## src/rtl/bia_pkg.sv

```systemverilog
// bia_pkg: shared constants, types and command format of the bitmap id allocator.
// Used by the channel interfaces and every module of the block; depends on nothing.

package bia_pkg;

    // Bitmap size and the word width of the original map layout
    localparam int NUM_IDS     = 4096;
    localparam int WORD_BITS   = 8;

    // Storage row: a power-of-two group of bits scanned together
    localparam int ROW_BITS    = 2 ** $clog2(8 * WORD_BITS);
    localparam int NUM_ROWS    = (NUM_IDS + ROW_BITS - 1) / ROW_BITS;
    localparam int BIT_AW      = $clog2(ROW_BITS);
    localparam int ROW_AW      = (NUM_ROWS > 1) ? $clog2(NUM_ROWS) : 1;
    localparam int IDX_W       = ROW_AW + BIT_AW;

    // Field widths
    localparam int ID_W        = 16;
    localparam int BASE_W      = 15;
    localparam int DIFF_W      = ID_W + 1;
    localparam logic [BASE_W-1:0] BASE_RESET = 15'd300;

    // Command queue between front and engine
    localparam int QUEUE_DEPTH = 2;
    localparam int QPTR_W      = (QUEUE_DEPTH > 1) ? $clog2(QUEUE_DEPTH) : 1;
    localparam int QCNT_W      = $clog2(QUEUE_DEPTH + 1);

    typedef enum logic {
        OP_ALLOC   = 1'b0,
        OP_RELEASE = 1'b1
    } t_op;

    // Classified command: operation and bitmap index (release only)
    typedef struct packed {
        t_op              op;
        logic [IDX_W-1:0] idx;
    } t_cmd;

    // Queue status seen by the producer and the consumer
    typedef struct packed {
        logic full;
        logic empty;
    } t_q_status;

endpackage

```

## src/rtl/bia_req_if.sv

```systemverilog
// bia_req_if: request channel (valid/ready) of the bitmap id allocator.
// Depends on bia_pkg for field widths.

interface bia_req_if;
    logic                     valid;
    logic                     ready;
    logic                     action;
    logic [bia_pkg::ID_W-1:0] release_id;

    modport source (output valid, output action, output release_id, input ready);
    modport sink   (input valid, input action, input release_id, output ready);
endinterface

```

## src/rtl/bia_front.sv

```systemverilog
// bia_front: accepts request transactions, range-checks releases against base_id
// and pushes classified commands into the queue. Depends on bia_pkg, bia_req_if.

module bia_front (
    bia_req_if.sink                      i_req,
    input  logic [bia_pkg::BASE_W-1:0]   i_base_id,
    input  bia_pkg::t_q_status           i_q_status,
    output logic                         o_push,
    output bia_pkg::t_cmd                o_push_cmd
);

    logic [bia_pkg::DIFF_W-1:0] diff;
    logic                       in_range;

    // Offset of the release id from the base; top bit set means below base
    assign diff     = {1'b0, i_req.release_id} - {2'b00, i_base_id};
    assign in_range = !diff[bia_pkg::DIFF_W-1] &&
                      (diff < bia_pkg::DIFF_W'(bia_pkg::NUM_IDS));

    assign i_req.ready = !i_q_status.full;

    // Out-of-range releases are dropped here
    always_comb begin
        o_push_cmd.op  = bia_pkg::t_op'(i_req.action);
        o_push_cmd.idx = diff[bia_pkg::IDX_W-1:0];
        o_push = i_req.valid && !i_q_status.full &&
                 ((o_push_cmd.op == bia_pkg::OP_ALLOC) || in_range);
    end

endmodule

```

## src/flat_wrapper.sv

```systemverilog
// flat-port wrapper written by rule: the top's interface ports become plain ports
module bia_front_flat 
  (i_base_id, i_q_status, o_push, o_push_cmd, i_req_valid, i_req_action, i_req_release_id, i_req_ready);
  bia_req_if i_req_i ();
  input  logic [bia_pkg::BASE_W-1:0] i_base_id;
  input  bia_pkg::t_q_status i_q_status;
  output logic o_push;
  output bia_pkg::t_cmd o_push_cmd;
  input wire logic [$bits(i_req_i.valid)-1:0] i_req_valid;
  input wire logic [$bits(i_req_i.action)-1:0] i_req_action;
  input wire logic [$bits(i_req_i.release_id)-1:0] i_req_release_id;
  output wire logic [$bits(i_req_i.ready)-1:0] i_req_ready;
  assign i_req_i.valid = i_req_valid;
  assign i_req_i.action = i_req_action;
  assign i_req_i.release_id = i_req_release_id;
  assign i_req_ready = i_req_i.ready;
  bia_front u_core (.i_req(i_req_i), .i_base_id(i_base_id), .i_q_status(i_q_status), .o_push(o_push), .o_push_cmd(o_push_cmd));
endmodule
```

## config.mk

```make
export PLATFORM = sky130hd
export DESIGN_NAME = bia_front_flat
export DESIGN_NICKNAME = d
export VERILOG_FILES = /design/src/rtl/bia_pkg.sv /design/src/rtl/bia_req_if.sv /design/src/rtl/bia_front.sv /design/src/flat_wrapper.sv
export SDC_FILE = /design/constraint.sdc
export NUM_CORES = 1
export LEC_CHECK = 0
export BUFFER_PORTS_ARGS = -buffer_cell sky130_fd_sc_hd__buf_2
export CAP_MARGIN = 0
export CORE_MARGIN = 8
export CORE_UTILIZATION = 43
export DETAILED_ROUTE_END_ITERATION = 8
export PLACE_DENSITY_LB_ADDON = 0.1
export REMOVE_ABC_BUFFERS = 1
export SKIP_LAST_GASP = 1
export SLEW_MARGIN = 20
export SYNTH_ARGS = -nofsm -noshare
export SYNTH_HDL_FRONTEND = slang
export SYNTH_SLANG_ARGS = --single-unit
```

## constraint.sdc

```tcl
create_clock -name vclk -period 2.2
set_clock_uncertainty 0.1 [all_clocks]
set_input_delay 0.11 -clock vclk [all_inputs]
set_output_delay 0.11 -clock vclk [all_outputs]
set_load 0.02 [all_outputs]
```

[Word level (Yosys, flattened, before mapping)]
Cells that the tools add are included.
Word-level totals
  register bits: 0
  output and inout port bits: 15
  input port bits: 35
  word-level logic and storage cells: 9
Operators by class
  add/sub/neg operators: 1
  magnitude comparators: 1
  reductions and logical operators: 6
  bitwise operators: 1
Operators with widths (count)
  $lt A17 B13 Y1 const B: 1
  $sub A16 B15 Y17: 1
  $logic_and A1 B1 Y1: 3
  $logic_not A1 Y1: 2
  $logic_or A1 B1 Y1: 1
  $not A1 Y1: 1

[Depth between registers and ports, before layout]
  depth in word-level cells: 5
  mapped depth: 10

[Least setup slack after synthesis]
OpenSTA, ideal clock, no wires.
  path kind: input to output
  from: input port i_req_release_id[0]
  to: output port o_push
  path slack: -0.474 ns
  arrival: 2.464 ns
  path buffers: 0
  stages: 10
  cells stage by stage: inv_1 ha_1 inv_1 fa_1 a21o_1 a221o_1 nand3b_4 a21o_1 a211o_1 o32ai_1
Between the ends
  word-level cells in the longest chain between the ends: 5
  elaborated cells on any way between the ends: 6
RTL lines
  from (decl): line flat_wrapper.sv:11  | input wire logic [$bits(i_req_i.release_id)-1:0] i_req_release_id;
  $sub A16 B15 Y17 *: line bia_front.sv:16  | assign diff = {1'b0, i_req.release_id} - {2'b00, i_base_id};
  $lt A17 B13 Y1 / $logic_not A1 Y1 (equally long branches): line bia_front.sv:18, bia_front.sv:17
  $logic_and A1 B1 Y1 *: line bia_front.sv:17  | assign in_range = !diff[bia_pkg::DIFF_W-1] &&
  $logic_or A1 B1 Y1 *: line bia_front.sv:27  | ((o_push_cmd.op == bia_pkg::OP_ALLOC) || in_range);
  $logic_and A1 B1 Y1 *: line bia_front.sv:26  | o_push = i_req.valid && !i_q_status.full &&
  to (decl): line flat_wrapper.sv:7  | output logic o_push;
Every way passes the cells marked *; elsewhere a longest branch is shown, timed or not.

[Worst setup path after layout]
Same ends and word-level chain as after synthesis.

==> metrics <==
synthesized cell area 900 um2; Avg Inst Size Synth just under 7 um2; Setup-failing EPs final 3; core area 1960 um2; Ports 50; die height 61.7 um; Peak Freq ~0.40 GHz; Slew HR 77.7%; first-pass GRT wire length ~4400 um; TNS Setup -0.650 ns; Filler cells approximately 190; IO Port Bufs 49; crit path max fanout 2; max-slew violation count 0; power share of the clock group 0%; DR iter-0 viols 31; Fin. Hold Viols 0; failing checks negative setup slack; Worst setup SP type input pin; Pwr Total 0.459 mW; Seq/Total Area, Yosys 0%; Setup WS pre-CTS -0.463 ns; Total GRT Usage 14.0%; Initial Util 45.9%; crit path DAT 2.31 ns; P&R area growth vs syn 59.4%; unique cell type count in the Yosys netlist 39; vias per cell 5.17; Ys Warns 0; vias in the first global route roughly 1200; final period utilization 115%; Comb power frac between 90% and 100%; Tmin final 2.52 ns; Routed WL 2840 um; maximum VDD drop 0.230 mV; chip width 61.7 um; Pwr Density 320 nW/um2; row cnt 16; # diodes 0; pin count of the biggest net entering global routing 8; worst slew pin tran 0.331 ns; Seq cells 0; number of remaining DRC errors 0; # Max-Cap Violations 0; Lkg Pwr 0.806 nW; Worst Hold End o_push_cmd[12]; Final GP Congestion 0.833; Vias 1189; clkbuf count 0; die area 3810 um2; HPWL Detailed 2340 um; Worst Path Required 1.99 ns; # hold bufs at CTS 0; status finished with violations; switching power of the nets 0.239 mW; Worst Hold Class in2out; grt ovf 0; layout cells sized above 1 43.8%; register area 0 um2; Min-Delay Path Depth 2; Power Internal about 0.22 mW; RSZ-0062 raised after global routing yes; Hold Crit Start i_req_action; fin worst setup slack -0.325 ns; remaining antenna violation count 0; wire length per cell 12.3 um; crit end category primary output; switch share between 50 and 60%; fin nets roughly 260; Setup Crit Path Kind in2out; First-pass DRT Iterations 4; Flop pwr share 0%; antenna violations before repair 0; Gate Count Post-Synth 130
==> cell families after synthesis <==
family	synth area share [%]
buffers and inverters	12.5
AO/OA/AOI/OAI	35.2
XOR/XNOR	5.84
AND/OR/NAND/NOR	18.8
multiplexers	4.59
adder cells (fa/ha/maj)	23.1
==> cells in the mapped netlist (2+ instances only) <==
cell type	n	area [um2]
a211o_1	2	17.5
a21o_1	6	45.0
a21oi_1	8	40.0
a31oi_1	3	18.8
and3_1	3	18.8
clkbuf_1	3	11.3
ha_1	15	188
inv_1	25	93.8
mux2i_1	3	30.0
nand2_1	7	26.3
nand3b_1	2	15.0
nand4_1	2	12.5
nor2_1	7	26.3
nor2b_1	2	12.5
nor3b_1	2	15.0
o2111ai_1	3	26.3
o211ai_1	3	22.5
o21a_1	4	30.0
o21ai_0	6	30.0
xnor2_1	2	17.5
xor2_1	4	35.0
==> final cells by class <==
cell class | count | area (um2) | share of cell area, %
inverter | 25 | 96.3 | 6.72
multi-input combinational | 101 | 837 | 58.4
tap | 27 | 33.8 | 2.36
timing repair buffer | 77 | 467 | 32.5
==> worst max path at each step <==
stage | startpoint | endpoint | slack, ns | cells after the start
after global routing | i_req_release_id[0] | o_push | -0.38 | 12
after global placement | i_req_release_id[0] | o_push | -0.43 | 12
after floorplan | i_req_release_id[0] | o_push | -0.47 | 10
after CTS | i_req_release_id[0] | o_push | -0.31 | 12
final | i_req_release_id[0] | o_push | -0.32 | 12
after detailed placement | i_req_release_id[0] | o_push | -0.46 | 12
==> worst max-delay path, stage by stage <==
cell and delay, ns:
buf_6 0.10, inv_4 0.04, ha_4 0.12, inv_2 0.03, fa_2 0.34, a21o_1 0.20, a221o_1 0.32, nand3b_4 0.17
a21o_1 0.17, a211o_1 0.25, o32ai_1 0.25, buf_2 0.21
==> power by group through the flow <==
stage	Combinational [mW]	Sequential [mW]	Clock, mW
detailed placement	0.418	0	0
global route	0.504	0	0
CTS	0.439	0	0
floorplan	0.260	0	0
finish	0.459	0	0
global placement	0.411	0	0
==> through the flow <==
step / instance area [um2] / hold WS [ns] / utilization [%] / instances
detailed placement: 1330 / 0.360 / 67.5 / 224
floorplan: 881 / 0.120 / - / 126
finish: 1430 / 0.361 / 73.1 / 230
CTS: 1380 / 0.361 / 70.5 / 227
global route: 1430 / 0.366 / 73.1 / 230
global placement: 1330 / 0.362 / 67.5 / 224
==> timing repair <==
| item | in CTS | in global routing |
|---|---|---|
| gates resized for setup | 11 | 5 |
| setup buffers | 3 | 3 |
| setup endpoints to repair | 4 | 5 |
| pin swaps | 10 | 9 |
==> placed cells by master (no fill, tap or decap), drive strengths merged, types with 2 or more instances in the layout <==
| master | Yosys | final |
|---|---|---|
| nor2b | 2 | 2 |
| a211o | 2 | 2 |
| xnor2 | 2 | 2 |
| mux2i | 3 | 3 |
| inv | 25 | 25 |
| o2111ai | 3 | 3 |
| a21oi | 8 | 8 |
| nor3b | 2 | 2 |
| o21a | 4 | 4 |
| ha | 15 | 15 |
| a31oi | 3 | 3 |
| nand4 | 2 | 2 |
| and3 | 3 | 3 |
| xor2 | 4 | 4 |
| nand2 | 7 | 7 |
| a211oi | 2 | 2 |
| buf | 1 | 77 |
| a21o | 7 | 7 |
| o21ai | 7 | 7 |
| nand3b | 3 | 3 |
| o211ai | 3 | 3 |
| nor2 | 7 | 7 |
==> per-layer routing <==
metal  global-route usage, %  share of wire (%)
met1                    15.5                 40
met2                    28.4                 54
met3                    1.23                5.4
met4                    1.30                  0
met5                       0                  0
(Power assumes the default switching activity.)
