## config.mk

```make
export PLATFORM = sky130hd
export DESIGN_NAME = bia_cmd_fifo
export DESIGN_NICKNAME = d
export VERILOG_FILES = /design/src/rtl/bia_pkg.sv /design/src/rtl/bia_cmd_fifo.sv
export SDC_FILE = /design/constraint.sdc
export NUM_CORES = 1
export LEC_CHECK = 0
export BUFFER_PORTS_ARGS = -buffer_cell sky130_fd_sc_hd__buf_2
export CORE_MARGIN = 4
export CORE_UTILIZATION = 35
export CTS_CLUSTER_DIAMETER = 120
export DETAILED_ROUTE_END_ITERATION = 7
export PLACE_DENSITY_LB_ADDON = 0.08
export RECOVER_POWER = 100
export SETUP_SLACK_MARGIN = 0.1
export SYNTH_ARGS = -nofsm -noshare
export SYNTH_HDL_FRONTEND = slang
export SYNTH_SLANG_ARGS = --single-unit
```

## constraint.sdc

```tcl
create_clock -name i_clk -period 2.48 [get_ports i_clk]
set_input_delay 0.496 -clock i_clk [delete_from_list [all_inputs] [get_ports i_clk]]
set_output_delay 0.496 -clock i_clk [all_outputs]
set_load 0.01 [all_outputs]
```

## src/rtl/bia_pkg.sv

```systemverilog
// bia_pkg: shared constants, types and command format of the bitmap id allocator.
// Used by the channel interfaces and every module of the block; depends on nothing.

package bia_pkg;

    // Bitmap size and the word width of the original map layout
    localparam int NUM_IDS     = 4096;
    localparam int WORD_BITS   = 8;

    // Storage row: a power-of-two group of bits scanned together
    localparam int ROW_BITS    = 2 ** $clog2(8 * WORD_BITS);
    localparam int NUM_ROWS    = (NUM_IDS + ROW_BITS - 1) / ROW_BITS;
    localparam int BIT_AW      = $clog2(ROW_BITS);
    localparam int ROW_AW      = (NUM_ROWS > 1) ? $clog2(NUM_ROWS) : 1;
    localparam int IDX_W       = ROW_AW + BIT_AW;

    // Field widths
    localparam int ID_W        = 16;
    localparam int BASE_W      = 15;
    localparam int DIFF_W      = ID_W + 1;
    localparam logic [BASE_W-1:0] BASE_RESET = 15'd300;

    // Command queue between front and engine
    localparam int QUEUE_DEPTH = 2;
    localparam int QPTR_W      = (QUEUE_DEPTH > 1) ? $clog2(QUEUE_DEPTH) : 1;
    localparam int QCNT_W      = $clog2(QUEUE_DEPTH + 1);

    typedef enum logic {
        OP_ALLOC   = 1'b0,
        OP_RELEASE = 1'b1
    } t_op;

    // Classified command: operation and bitmap index (release only)
    typedef struct packed {
        t_op              op;
        logic [IDX_W-1:0] idx;
    } t_cmd;

    // Queue status seen by the producer and the consumer
    typedef struct packed {
        logic full;
        logic empty;
    } t_q_status;

endpackage

```

## src/rtl/bia_cmd_fifo.sv

```systemverilog
// bia_cmd_fifo: small command queue decoupling the front from the engine.
// Depends on bia_pkg for the command type and depth.

module bia_cmd_fifo (
    input  logic               i_clk,
    input  logic               i_rst_n,
    input  logic               i_push,
    input  bia_pkg::t_cmd      i_push_cmd,
    input  logic               i_pop,
    output bia_pkg::t_cmd      o_head,
    output bia_pkg::t_q_status o_status
);

    bia_pkg::t_cmd                 r_entry [bia_pkg::QUEUE_DEPTH];
    logic [bia_pkg::QPTR_W-1:0]    r_wr_ptr;
    logic [bia_pkg::QPTR_W-1:0]    r_rd_ptr;
    logic [bia_pkg::QCNT_W-1:0]    r_count;
    logic [bia_pkg::QPTR_W-1:0]    n_wr_ptr;
    logic [bia_pkg::QPTR_W-1:0]    n_rd_ptr;
    logic                          do_push;
    logic                          do_pop;

    assign o_status.full  = (r_count == bia_pkg::QCNT_W'(bia_pkg::QUEUE_DEPTH));
    assign o_status.empty = (r_count == '0);
    assign o_head         = r_entry[r_rd_ptr];

    assign do_push = i_push && !o_status.full;
    assign do_pop  = i_pop && !o_status.empty;

    // Pointer wrap
    always_comb begin
        n_wr_ptr = (r_wr_ptr == bia_pkg::QPTR_W'(bia_pkg::QUEUE_DEPTH - 1)) ?
                   '0 : r_wr_ptr + 1'b1;
        n_rd_ptr = (r_rd_ptr == bia_pkg::QPTR_W'(bia_pkg::QUEUE_DEPTH - 1)) ?
                   '0 : r_rd_ptr + 1'b1;
    end

    // Entry storage
    always_ff @(posedge i_clk) begin
        if (do_push) begin
            r_entry[r_wr_ptr] <= i_push_cmd;
        end
    end

    // Pointers and fill count
    always_ff @(posedge i_clk) begin
        if (!i_rst_n) begin
            r_wr_ptr <= '0;
            r_rd_ptr <= '0;
            r_count  <= '0;
        end else begin
            if (do_push) begin
                r_wr_ptr <= n_wr_ptr;
            end
            if (do_pop) begin
                r_rd_ptr <= n_rd_ptr;
            end
            if (do_push && !do_pop) begin
                r_count <= r_count + 1'b1;
            end else if (do_pop && !do_push) begin
                r_count <= r_count - 1'b1;
            end
        end
    end

endmodule

```

# Yosys cells after proc, flatten, opt, wreduce, memory -nomap -nowiden
# Memory sizes are Yosys's and may differ from the RTL's. A register that Yosys moved wholly into a read port is not among the register bits.
# Cells that the tools add are included.
# Widths: inputs -> output; s select.
# totals
reg_bits,4
mem_bits_rw,26
in_bits,17
output_inout_bits,15
elab_cells,27
memories,1
# memory_table
name,words,word_bits,rd,rd_ports_with_merged_regs,wr,line_no,source
r_entry,2,13,1,1,1,bia_cmd_fifo.sv:14,bia_pkg::t_cmd r_entry [bia_pkg::QUEUE_DEPTH];
# op_classes
add_sub_neg,4
n_eq_ne,1
muxes,8
reduce_logical,10
# ops
operator,count
$mux 1,6
$logic_and 1x1->1,4
$logic_not 1->1,4
$mux 2,2
$add 1x1->1 const B,2
$add 2x1->2 const B,1
$eq 2x2->1 const B,1
$logic_not 2->1,1
$reduce_bool 2->1,1
$sub 2x1->2 const B,1

# Depth between registers and ports, before layout
# Gate-level depths: netlist of run 1.
# depth
word_depth,7
depth_mapped,7
ltp_nobuf,7

# Worst setup path after synthesis of run 1
# No wires, ideal clock.
# synth_path
path_type,register to register
from,register r_count[0] (netlist bit)
to,"memory r_entry[0][0] (netlist bit), enable pin"
setup_time_ns,0.383
arrival_time_ns,1.182
required_ns,2.097
path_slack_ns,0.916
stages_incl_launch_ff,4
n_path_buf,0
synth_period_minus_slack_ns,1.564
path_cell_list,dfxtp_1 nand2b_1 inv_2 nor3_2
# synth_rtl
item,line_no,source
start: declaration,bia_cmd_fifo.sv:17,logic [bia_pkg::QCNT_W-1:0] r_count;
start signal: assignment,bia_cmd_fifo.sv:59,r_count <= r_count + 1'b1;
start signal: assignment,bia_cmd_fifo.sv:61,r_count <= r_count - 1'b1;
end: declaration,bia_cmd_fifo.sv:14,

==> impl_metrics.json, run 1 <==
{
  "cts_root_buffer": "clkbuf_4",
  "hold_buffers": 0,
  "via_per_inst": 4.51,
  "dr.pass1.iters": 4,
  "ir_drop_v": 0.000438,
  "ys_types": 20,
  "cts_tree": "built",
  "end_kind": "output port",
  "rsz0062_at_grt": "no",
  "worst_setup_path_start_kind": "flop",
  "outcome": "completed",
  "layout-drive-gt1-share_pct": 26.9,
  "drv_cap": 0,
  "final-setup-viol-count": 0,
  "clockBufferDepth": 2,
  "syn-cell-area_sq_um": 1170,
  "cp_data_required_time_ns": 1.98,
  "rr_startpoint": "r_count[0]",
  "wl_per_cell_um": 13.3,
  "syn_inst": 65,
  "power_switching_uw": 405,
  "num_rows": 20,
  "die_h_um": 65.7,
  "place_congestion": 0.597,
  "dieArea_sq_um": 4320,
  "htree_levels": 2,
  "cts-buffers-inserted": 5,
  "syn_avg_cell_area_sq_um": 17.9,
  "criticalPathCategory": "reg2out",
  "cp.depth": 2,
  "yosys_most_used_dff": "edfxtp_1",
  "crit_path_max_fanout": 13,
  "cts_resized": 0,
  "antenna_found_initial": 0,
  "slew_viol_final": 0,
  "power_frac_clock_pct": 19.9,
  "power.density_nw_per_um2": 969,
  "portBuffers": 31,
  "switching_share_pct": 30.0,
  "crit_chain": "mux2_2 > clkbuf_1",
  "ant_nets": 0,
  "synth_edf_count": 26,
  "track_usage_pct": 10.3,
  "finClkSkew_ns": 0.00119,
  "ys_warn_count": 0,
  "grt_pass1_wl_um": 3060,
  "p_comb_share_pct": 26.5,
  "coreArea_sq_um": 3130,
  "tns_ns": 0,
  "grt_pass1_vias": 673,
  "worstPathArrival_ns": 1.55,
  "worstMarginPinSlew_ns": 0.790,
  "gr-total-overflow": 0,
  "final.fill_count": 307,
  "min_from": "i_push_cmd[6]",
  "dr_total_vias": 668,
  "post_cts_buffers": 0,
  "power.total_mw": 1.35,
  "synth_top_area_share_pct": 67.0,
  "clkLatencyLatePin_ns": 0.32,
  "die_w_um": 65.7,
  "multi_input_area_sq_um": 268,
  "area_growth_pct": 19.4,
  "design_area_sq_um": 1390,
  "cellInternalPower_uw": 945,
  "leakagePower_nw": 0.484,
  "critPathTopFamily": "flip-flops",
  "p_seq_share_pct": 53.6,
  "whs_endpoint": "r_entry[0][6]",
  "final_common_cell": "edfxtp_1",
  "max_freq_mhz": 489,
  "start_util_pct": 37.3,
  "worst-r2r-cell-count": 4,
  "relSlewSlack_pct": 47.3,
  "critPathBufInv": 1,
  "layout_common_cells": "edfxtp_1, clkbuf_1, mux2_2",
  "place_area_sq_um": 1380,
  "nets": 121,
  "crit_slowest_cell": "dfxtp_1",
  "post-route-util_pct": 44.5,
  "min_path_type": "in2reg",
  "slowest_delay_ns": 0.70,
  "async_flop_share_pct": 0,
  "routed_wl_um": 1960,
  "synth_seq_cells": 31,
  "ff_latch_area_sq_um": 881,
  "yosys.area.top_type": "edfxtp_1",
  "whs_path_depth": 1,
  "synth_nets": 83,
  "post-route-period-util_pct": 82.5,
  "io_pins": 32,
  "hold_slack_ns": 0.360,
  "clkSinkCount": 31,
  "drc": 0,
  "grt_max_degree": 14,
  "r2r_slack_ns": 0.59,
  "ys_seq_area_share_pct": 75.5,
  "drtIter0Drc": 11,
  "period_needed_ns": 2.04,
  "dp_hpwl_um": 1290,
  "synth.area.top_cells": "edfxtp_1, mux2_2, dfxtp_1",
  "r2r_end": "r_entry[0][1]",
  "clk_pin_slew_worst_paths_ns": 0.09,
  "hold_viol": 0,
  "n_antenna_cell": 0
}
[worst max path at each step]
stage	startpoint	to	slack (ns)
after floorplan	r_count[0]	r_entry[0][0]	0.92
after global routing	flop	o_head[7]	0.29
after CTS	flop	o_head[12]	0.34
after global placement	flop	o_head[12]	0.72
after detailed placement	flop	o_head[12]	0.73
final	flop	o_head[12]	0.44
[cell type report]
| type | count | share of cell area, % |
|---|---|---|
| well taps | 44 | 3.95 |
| repair buffers | 32 | 9.43 |
| clock buffers | 7 | 3.23 |
| inverters | 2 | 0.539 |
| flip-flops and latches | 31 | 63.3 |
| multi-input cells | 31 | 19.2 |
| clock inverters | 1 | 0.359 |
[cells in the mapped netlist, types with 2 or more instances]
cell	count
xnor2_1	2
edfxtp_1	26
and2_1	3
mux2_2	13
dfxtp_1	5
nor2_1	2
[registers in the layout (all words and copies together), names as in the netlist, named ones only]
name and count:
r_wr_ptr 1, r_rd_ptr 1, r_count 2, r_entry 26
[power by group through the flow]
| stage | Combinational (mW) | Clock, mW | Sequential, mW |
|---|---|---|---|
| global placement | 0.391 | 0 | 0.735 |
| CTS | 0.401 | 0.284 | 0.727 |
| floorplan | 0.282 | 0 | 0.703 |
| global route | 0.400 | 0.308 | 0.735 |
| finish | 0.358 | 0.268 | 0.723 |
| detailed placement | 0.398 | 0 | 0.738 |
[per-layer routing]
metal,vias up,global-route usage (%),part of all wire [%]
met4,0,7.77,2.5
li1,318,-,-
met5,-,0,0
met3,7,4.44,6.4
met1,322,9.53,39
met2,21,17.6,52
[kinds of logic after synthesis]
group	count (synthesis)	share of synthesized area, %
AO/OA/AOI/OAI	5	2.79
XOR/XNOR	3	2.25
adder cells (fa/ha/maj)	1	1.07
buffers and inverters	3	1.07
flip-flops	31	75.5
multiplexers	13	12.6
AND/OR/NAND/NOR	9	4.72
[worst reg2reg max path: stages, from the launching register on]
cell      delay [ns]
dfxtp_1         0.42
nand2b_1        0.17
inv_1           0.07
nor3_1          0.22
clkbuf_1        0.64
[metrics by stage]
step	std cells	worst slack [ns]
floorplan	65	0.916
global placement	140	0.719
detailed placement	140	0.733
CTS	148	0.345
global route	148	0.292
finish	148	0.435
Power figures use the tool's default switching activity.
==> run 2, diff against run 1 <==
--- a/config.mk
+++ b/config.mk
@@ -5,6 +5,7 @@
 export SDC_FILE = /design/constraint.sdc
 export NUM_CORES = 1
 export LEC_CHECK = 0
+export ABC_AREA = 1
 export BUFFER_PORTS_ARGS = -buffer_cell sky130_fd_sc_hd__buf_2
 export CORE_MARGIN = 4
 export CORE_UTILIZATION = 35
==> constraint.sdc (replaced) <==
create_clock -name i_clk -period 1.9 [get_ports i_clk]
set_input_delay 0.38 -clock i_clk [delete_from_list [all_inputs] [get_ports i_clk]]
set_output_delay 0.38 -clock i_clk [all_outputs]
set_load 0.01 [all_outputs]
==> run 2 against run 1 <==
Against the previous run: hold slack lost 0.11 ns; first-iteration DRC count did not move; sequential power grew 26%; final cell count rose by 11%; setup slack got worse by 0.26 ns; clock power up 43%; critical path depth increased by 1; synthesized cell count grew 20%; wire length is 3.9% higher; die area is 1.5% higher; largest power group unchanged; synthesized area rose by 1.7%.
==> impl_metrics.json, run 2 <==
{
  "min_from": "i_push_cmd[6]",
  "pre_cts_ws_ns": 0.478,
  "antenna_found_initial": 0,
  "min_path_type": "in2reg",
  "start_util_pct": 37.6,
  "clockBufferDepth": 2,
  "post_cts_buffers": 0,
  "clkLatencyLatePin_ns": 0.31,
  "cts-buffers-inserted": 5,
  "dr_total_vias": 720,
  "syn_avg_cell_area_sq_um": 15.2,
  "place_congestion": 0.752,
  "dp_hpwl_um": 1560,
  "ir_drop_v": 0.000528,
  "final-setup-viol-count": 0,
  "track_usage_pct": 11.0,
  "leakagePower_nw": 0.542,
  "cellInternalPower_mw": 1.25,
  "top_regs": "r_entry x26, r_count x2",
  "final_common_cell": "edfxtp_1",
  "power_frac_clock_pct": 21.3,
  "slew_viol_final": 0,
  "nets": 138,
  "io_pins": 32,
  "power.total_mw": 1.79,
  "ys_warn_count": 0,
  "syn-cell-area_sq_um": 1190,
  "critPathTopFamily": "flip-flops",
  "crit_chain": "clkbuf_2 > mux2_2 > buf_2",
  "synth_edf_count": 26,
  "crit_slowest_cell": "dfxtp_2",
  "dieArea_sq_um": 4380,
  "cp_data_required_time_ns": 1.52,
  "clk_pin_slew_worst_paths_ns": 0.09,
  "die_h_um": 66.2,
  "setup_slack_ns": 0.177,
  "tns_ns": 0,
  "worstPathArrival_ns": 1.34,
  "crit_path_max_fanout": 5,
  "layout_common_cells": "edfxtp_1, clkbuf_1, mux2_2",
  "r2r_slack_ns": 0.21,
  "synth_commonest_cells": "edfxtp_1, mux2_2, nor2_1, inv_1, nand2_1",
  "clkSinkCount": 31,
  "p_comb_share_pct": 27.9,
  "yosys_most_used_dff": "edfxtp_1",
  "grt_pass1_vias": 758,
  "r2r_end": "r_count[1]",
  "power.density_nw_per_um2": 1250,
  "synth_seq_cells": 31,
  "hold_viol": 0,
  "layout-drive-gt1-share_pct": 30.6,
  "post-route-period-util_pct": 90.7,
  "criticalPathCategory": "reg2out",
  "coreArea_sq_um": 3150,
  "worst_setup_path_start_kind": "flop",
  "drc": 0,
  "drv_cap": 0,
  "switching_share_pct": 30.2,
  "synth.area.top_cells": "edfxtp_1, mux2_2, dfxtp_1",
  "grt_max_degree": 14,
  "yosysMostFrequentCell": "edfxtp_1",
  "whs_path_depth": 1,
  "cts_root_buffer": "clkbuf_4",
  "htree_levels": 2,
  "finClkSkew_ns": 0.00792,
  "grt_pass1_wl_um": 3480,
  "p_seq_share_pct": 50.8,
  "num_rows": 20,
  "largest-register": "r_entry",
  "via_per_inst": 4.36,
  "worstMarginPinSlew_ns": 0.486,
  "async_flop_share_pct": 0,
  "relSlewSlack_pct": 67.2,
  "rsz0062_at_grt": "no",
  "die_w_um": 66.2,
  "max_freq_mhz": 581,
  "worst-r2r-cell-count": 9,
  "yosys.area.top_type": "edfxtp_1",
  "dr.pass1.iters": 4,
  "area_growth_pct": 21.5,
  "ys_seq_area_share_pct": 74.3,
  "cts_tree": "built",
  "rr_startpoint": "r_count[1]",
  "portBuffers": 31,
  "period_needed_ns": 1.72,
  "power_switching_uw": 542,
  "syn_inst": 78,
  "wl_per_cell_um": 12.4,
  "largest_register_ffs": 26,
  "whs_endpoint": "r_entry[1][6]",
  "n_antenna_cell": 0,
  "synth_top_area_share_pct": 65.8,
  "slowest_delay_ns": 0.36,
  "routed_wl_um": 2040,
  "ant_nets": 0,
  "outcome": "completed",
  "gr-total-overflow": 0,
  "synth_nets": 96,
  "ys_types": 15,
  "critPathBufInv": 2,
  "drtIter0Drc": 11,
  "end_kind": "output port"
}
[run 2: repair_timing]
item | CTS | global route
setup endpoints to repair | 0 | 11
gates resized for setup | 0 | 1
hold buffers | 0 | 0
[run 2: cell type report]
| class | count | area [sq um] |
|---|---|---|
| Fill cell | 334 | 1710 |
| Sequential cell | 31 | 882 |
| Multi-Input combinational cell | 37 | 254 |
| Timing Repair Buffer | 36 | 156 |
| Clock buffer | 7 | 55.1 |
| Tap cell | 44 | 55.1 |
| Inverter | 9 | 33.8 |
| Clock inverter | 1 | 5.00 |
[run 2: worst max-delay path by stage]
stage          slack (ns)            end  cells past startpoint
2_1_floorplan        0.45  r_entry[1][0]                      2
3_3_place_gp         0.50      o_head[1]                      3
3_5_place_dp         0.48     r_count[1]                      9
4_1_cts              0.12      o_head[4]                      3
5_1_grt              0.05     r_count[1]                      9
6_report             0.18      o_head[9]                      3
[run 2: kinds of logic (layout without fill, tap and decap cells)]
| group | Yosys count | count (layout) | share of synthesized area [%] |
|---|---|---|---|
| fa+ha+maj | 1 | 1 | 1.05 |
| buf+inv | 10 | 53 | 3.80 |
| mux | 13 | 13 | 12.3 |
| simple gates | 19 | 19 | 6.54 |
| flops | 31 | 31 | 74.3 |
| compound gates | 4 | 4 | 2.00 |
[run 2: metrics by stage]
stage	hold WS [ns]	std cells	utilization (%)	cell area [sq um]
2_1_floorplan	0.467	78	-	1190
3_3_place_gp	0.484	157	45.1	1420
3_5_place_dp	0.500	157	45.1	1420
4_1_cts	0.227	165	47.0	1480
5_1_grt	0.216	165	45.7	1440
6_report	0.250	165	45.7	1440
[run 2: per-layer routing]
layer | GRT usage (%) | vias up | wire length [um]
li1 | - | 358 | -
met1 | 12.8 | 332 | 773
met2 | 17.1 | 25 | 1050
met3 | 4.59 | 5 | 180
met4 | 6.09 | 0 | 36
met5 | 0 | - | 0
[run 2: power by group through the flow]
stage	logic (mW)	clock network (mW)	registers [mW]
after floorplan	0.353	0	0.919
after global placement	0.548	0	0.925
after detailed placement	0.556	0	0.929
after CTS	0.559	0.406	0.914
after global routing	0.571	0.445	0.924
final	0.500	0.382	0.913
==> run 3, diff against run 2 <==
--- a/config.mk
+++ b/config.mk
@@ -5,8 +5,8 @@
 export SDC_FILE = /design/constraint.sdc
 export NUM_CORES = 1
 export LEC_CHECK = 0
-export ABC_AREA = 1
 export BUFFER_PORTS_ARGS = -buffer_cell sky130_fd_sc_hd__buf_2
+export CORE_ASPECT_RATIO = 0.6
 export CORE_MARGIN = 4
 export CORE_UTILIZATION = 35
 export CTS_CLUSTER_DIAMETER = 120
@@ -17,3 +17,4 @@
 export SYNTH_ARGS = -nofsm -noshare
 export SYNTH_HDL_FRONTEND = slang
 export SYNTH_SLANG_ARGS = --single-unit
+export TNS_END_PERCENT = 5
==> run 3 against run 2 <==
Against the previous run: sequential share of layout area fell by 1.3 points; register-to-register slack improved by 0.04 ns; sequential cell count did not move; sequential power rose by 2%; critical endpoint is now o_head[12]; critical path depth did not move; non-clock buffer count fell by 2; clock power rose by 41%; count of clock-buffer cells in the layout rose by 1; core utilization rose by 3.0 points; final cell count fell by 10%; clock skew fell by 0.0057 ns; fmax rose by 2.1%.
==> impl_metrics.json, run 3 (same netlist as run 1, synthesis figures left out) <==
{
  "rsz0062_at_grt": "no",
  "final-setup-viol-count": 0,
  "power_switching_uw": 536,
  "cts-buffers-inserted": 5,
  "power_frac_clock_pct": 27.0,
  "clockBufferDepth": 2,
  "hold_viol": 0,
  "hold_buffers": 0,
  "cellInternalPower_mw": 1.46,
  "relSlewSlack_pct": 74.3,
  "clk_pin_slew_worst_paths_ns": 0.06,
  "antenna_found_initial": 0,
  "largest_register_ffs": 26,
  "crit_path_max_fanout": 8,
  "min_path_type": "in2reg",
  "clkSinkCount": 31,
  "leakagePower_nw": 0.533,
  "pre_cts_ws_ns": 0.289,
  "layout-drive-gt1-share_pct": 34.9,
  "routed_wl_um": 1880,
  "largest-register": "r_entry",
  "criticalPathCategory": "reg2out",
  "power.total_mw": 1.99,
  "grt_pass1_wl_um": 2820,
  "r2r_slack_ns": 0.25,
  "n_antenna_cell": 0,
  "ir_drop_v": 0.000524,
  "outcome": "completed",
  "cp_data_required_time_ns": 1.52,
  "finClkSkew_ns": 0.00219,
  "slowest_delay_ns": 0.42,
  "grt_pass1_vias": 628,
  "nets": 123,
  "gr-total-overflow": 0,
  "htree_levels": 2,
  "start_util_pct": 38.6,
  "drc": 0,
  "worst_setup_path_start_kind": "flop",
  "via_per_inst": 4.36,
  "drtIter0Drc": 35,
  "dr.pass1.iters": 2,
  "place_congestion": 0.709,
  "r2r_end": "r_count[1]",
  "whs_endpoint": "r_entry[0][9]",
  "cts_root_buffer": "clkbuf_8",
  "dp_hpwl_um": 1360,
  "post-route-period-util_pct": 88.8,
  "whs_path_depth": 1,
  "crit_slowest_cell": "dfxtp_2",
  "crit_chain": "buf_12 > mux2_2 > clkbuf_1",
  "die_h_um": 52.7,
  "end_kind": "output port",
  "drv_cap": 0,
  "worstMarginPinSlew_ns": 0.386,
  "p_seq_share_pct": 46.6,
  "place_area_sq_um": 1400,
  "rr_startpoint": "r_count[0]",
  "portBuffers": 31,
  "io_pins": 32,
  "period_needed_ns": 1.69,
  "num_rows": 15,
  "worst-r2r-cell-count": 6,
  "top_regs": "r_entry x26, r_count x2",
  "coreArea_sq_um": 3020,
  "wl_per_cell_um": 12.7,
  "dieArea_sq_um": 4350,
  "worstPathArrival_ns": 1.31,
  "power.density_nw_per_um2": 1350,
  "clkLatencyLatePin_ns": 0.27,
  "critPathTopFamily": "flip-flops",
  "dr_total_vias": 645,
  "die_w_um": 82.5,
  "track_usage_pct": 9.78,
  "design_area_sq_um": 1470,
  "layout_common_cells": "edfxtp_1, clkbuf_1, mux2_2, buf_2, clkbuf_8",
  "area_growth_pct": 26.3,
  "setup_slack_ns": 0.213,
  "critPathBufInv": 2,
  "switching_share_pct": 26.9,
  "p_comb_share_pct": 26.4,
  "grt_max_degree": 15,
  "final_common_cell": "edfxtp_1",
  "max_freq_mhz": 593,
  "cts_tree": "built",
  "slew_viol_final": 0,
  "post_cts_buffers": 0,
  "tns_ns": 0,
  "min_from": "i_push_cmd[9]",
  "ant_nets": 0
}
[run 3: metrics by stage]
stage / util (%) / std cells / hold WS [ns]
floorplan: - / 65 / 0.479
global placement: 46.5 / 140 / 0.505
detailed placement: 46.5 / 140 / 0.530
CTS: 49.8 / 148 / 0.282
global route: 48.7 / 148 / 0.279
finish: 48.7 / 148 / 0.295
[run 3: cell type report]
cell class                 instances  area [sq um]
sequential                        31           882
tap                               42          52.6
multi-input combinational         31           268
timing repair buffer              34           163
fill                             259          1550
clock buffer                       8           100
inverter                           2          7.51
[run 3: how the worst max path moves through the flow]
stage,to,cells past startpoint,start
after floorplan,r_entry[0][0],3,r_count[0]
after global placement,r_count[1],6,r_count[0]
after detailed placement,r_count[1],6,r_count[0]
after CTS,o_head[12],3,flop
after global routing,r_count[1],6,r_count[0]
final,o_head[12],3,flop
[run 3: power groups by stage]
stage | Sequential, mW | Clock [mW] | Combinational, mW
floorplan | 0.918 | 0 | 0.369
global placement | 0.939 | 0 | 0.572
detailed placement | 0.943 | 0 | 0.577
CTS | 0.931 | 0.564 | 0.581
global route | 0.937 | 0.598 | 0.586
finish | 0.928 | 0.539 | 0.525
[run 3: routing by layer]
metal  GRT usage, %  part of all wire [%]  up-vias
met4           6.52                   2.0        0
met3           6.19                    11        6
met1           11.1                    44      298
met5              0                     0        -
met2           13.4                    43       22
li1               -                     -      319
[run 3: what timing repair did]
| item | in CTS | in global routing |
|---|---|---|
| hold endpoints to repair | 0 | 0 |
| resized for setup | 1 | 0 |
| endpoints found under the setup margin | 8 | 0 |
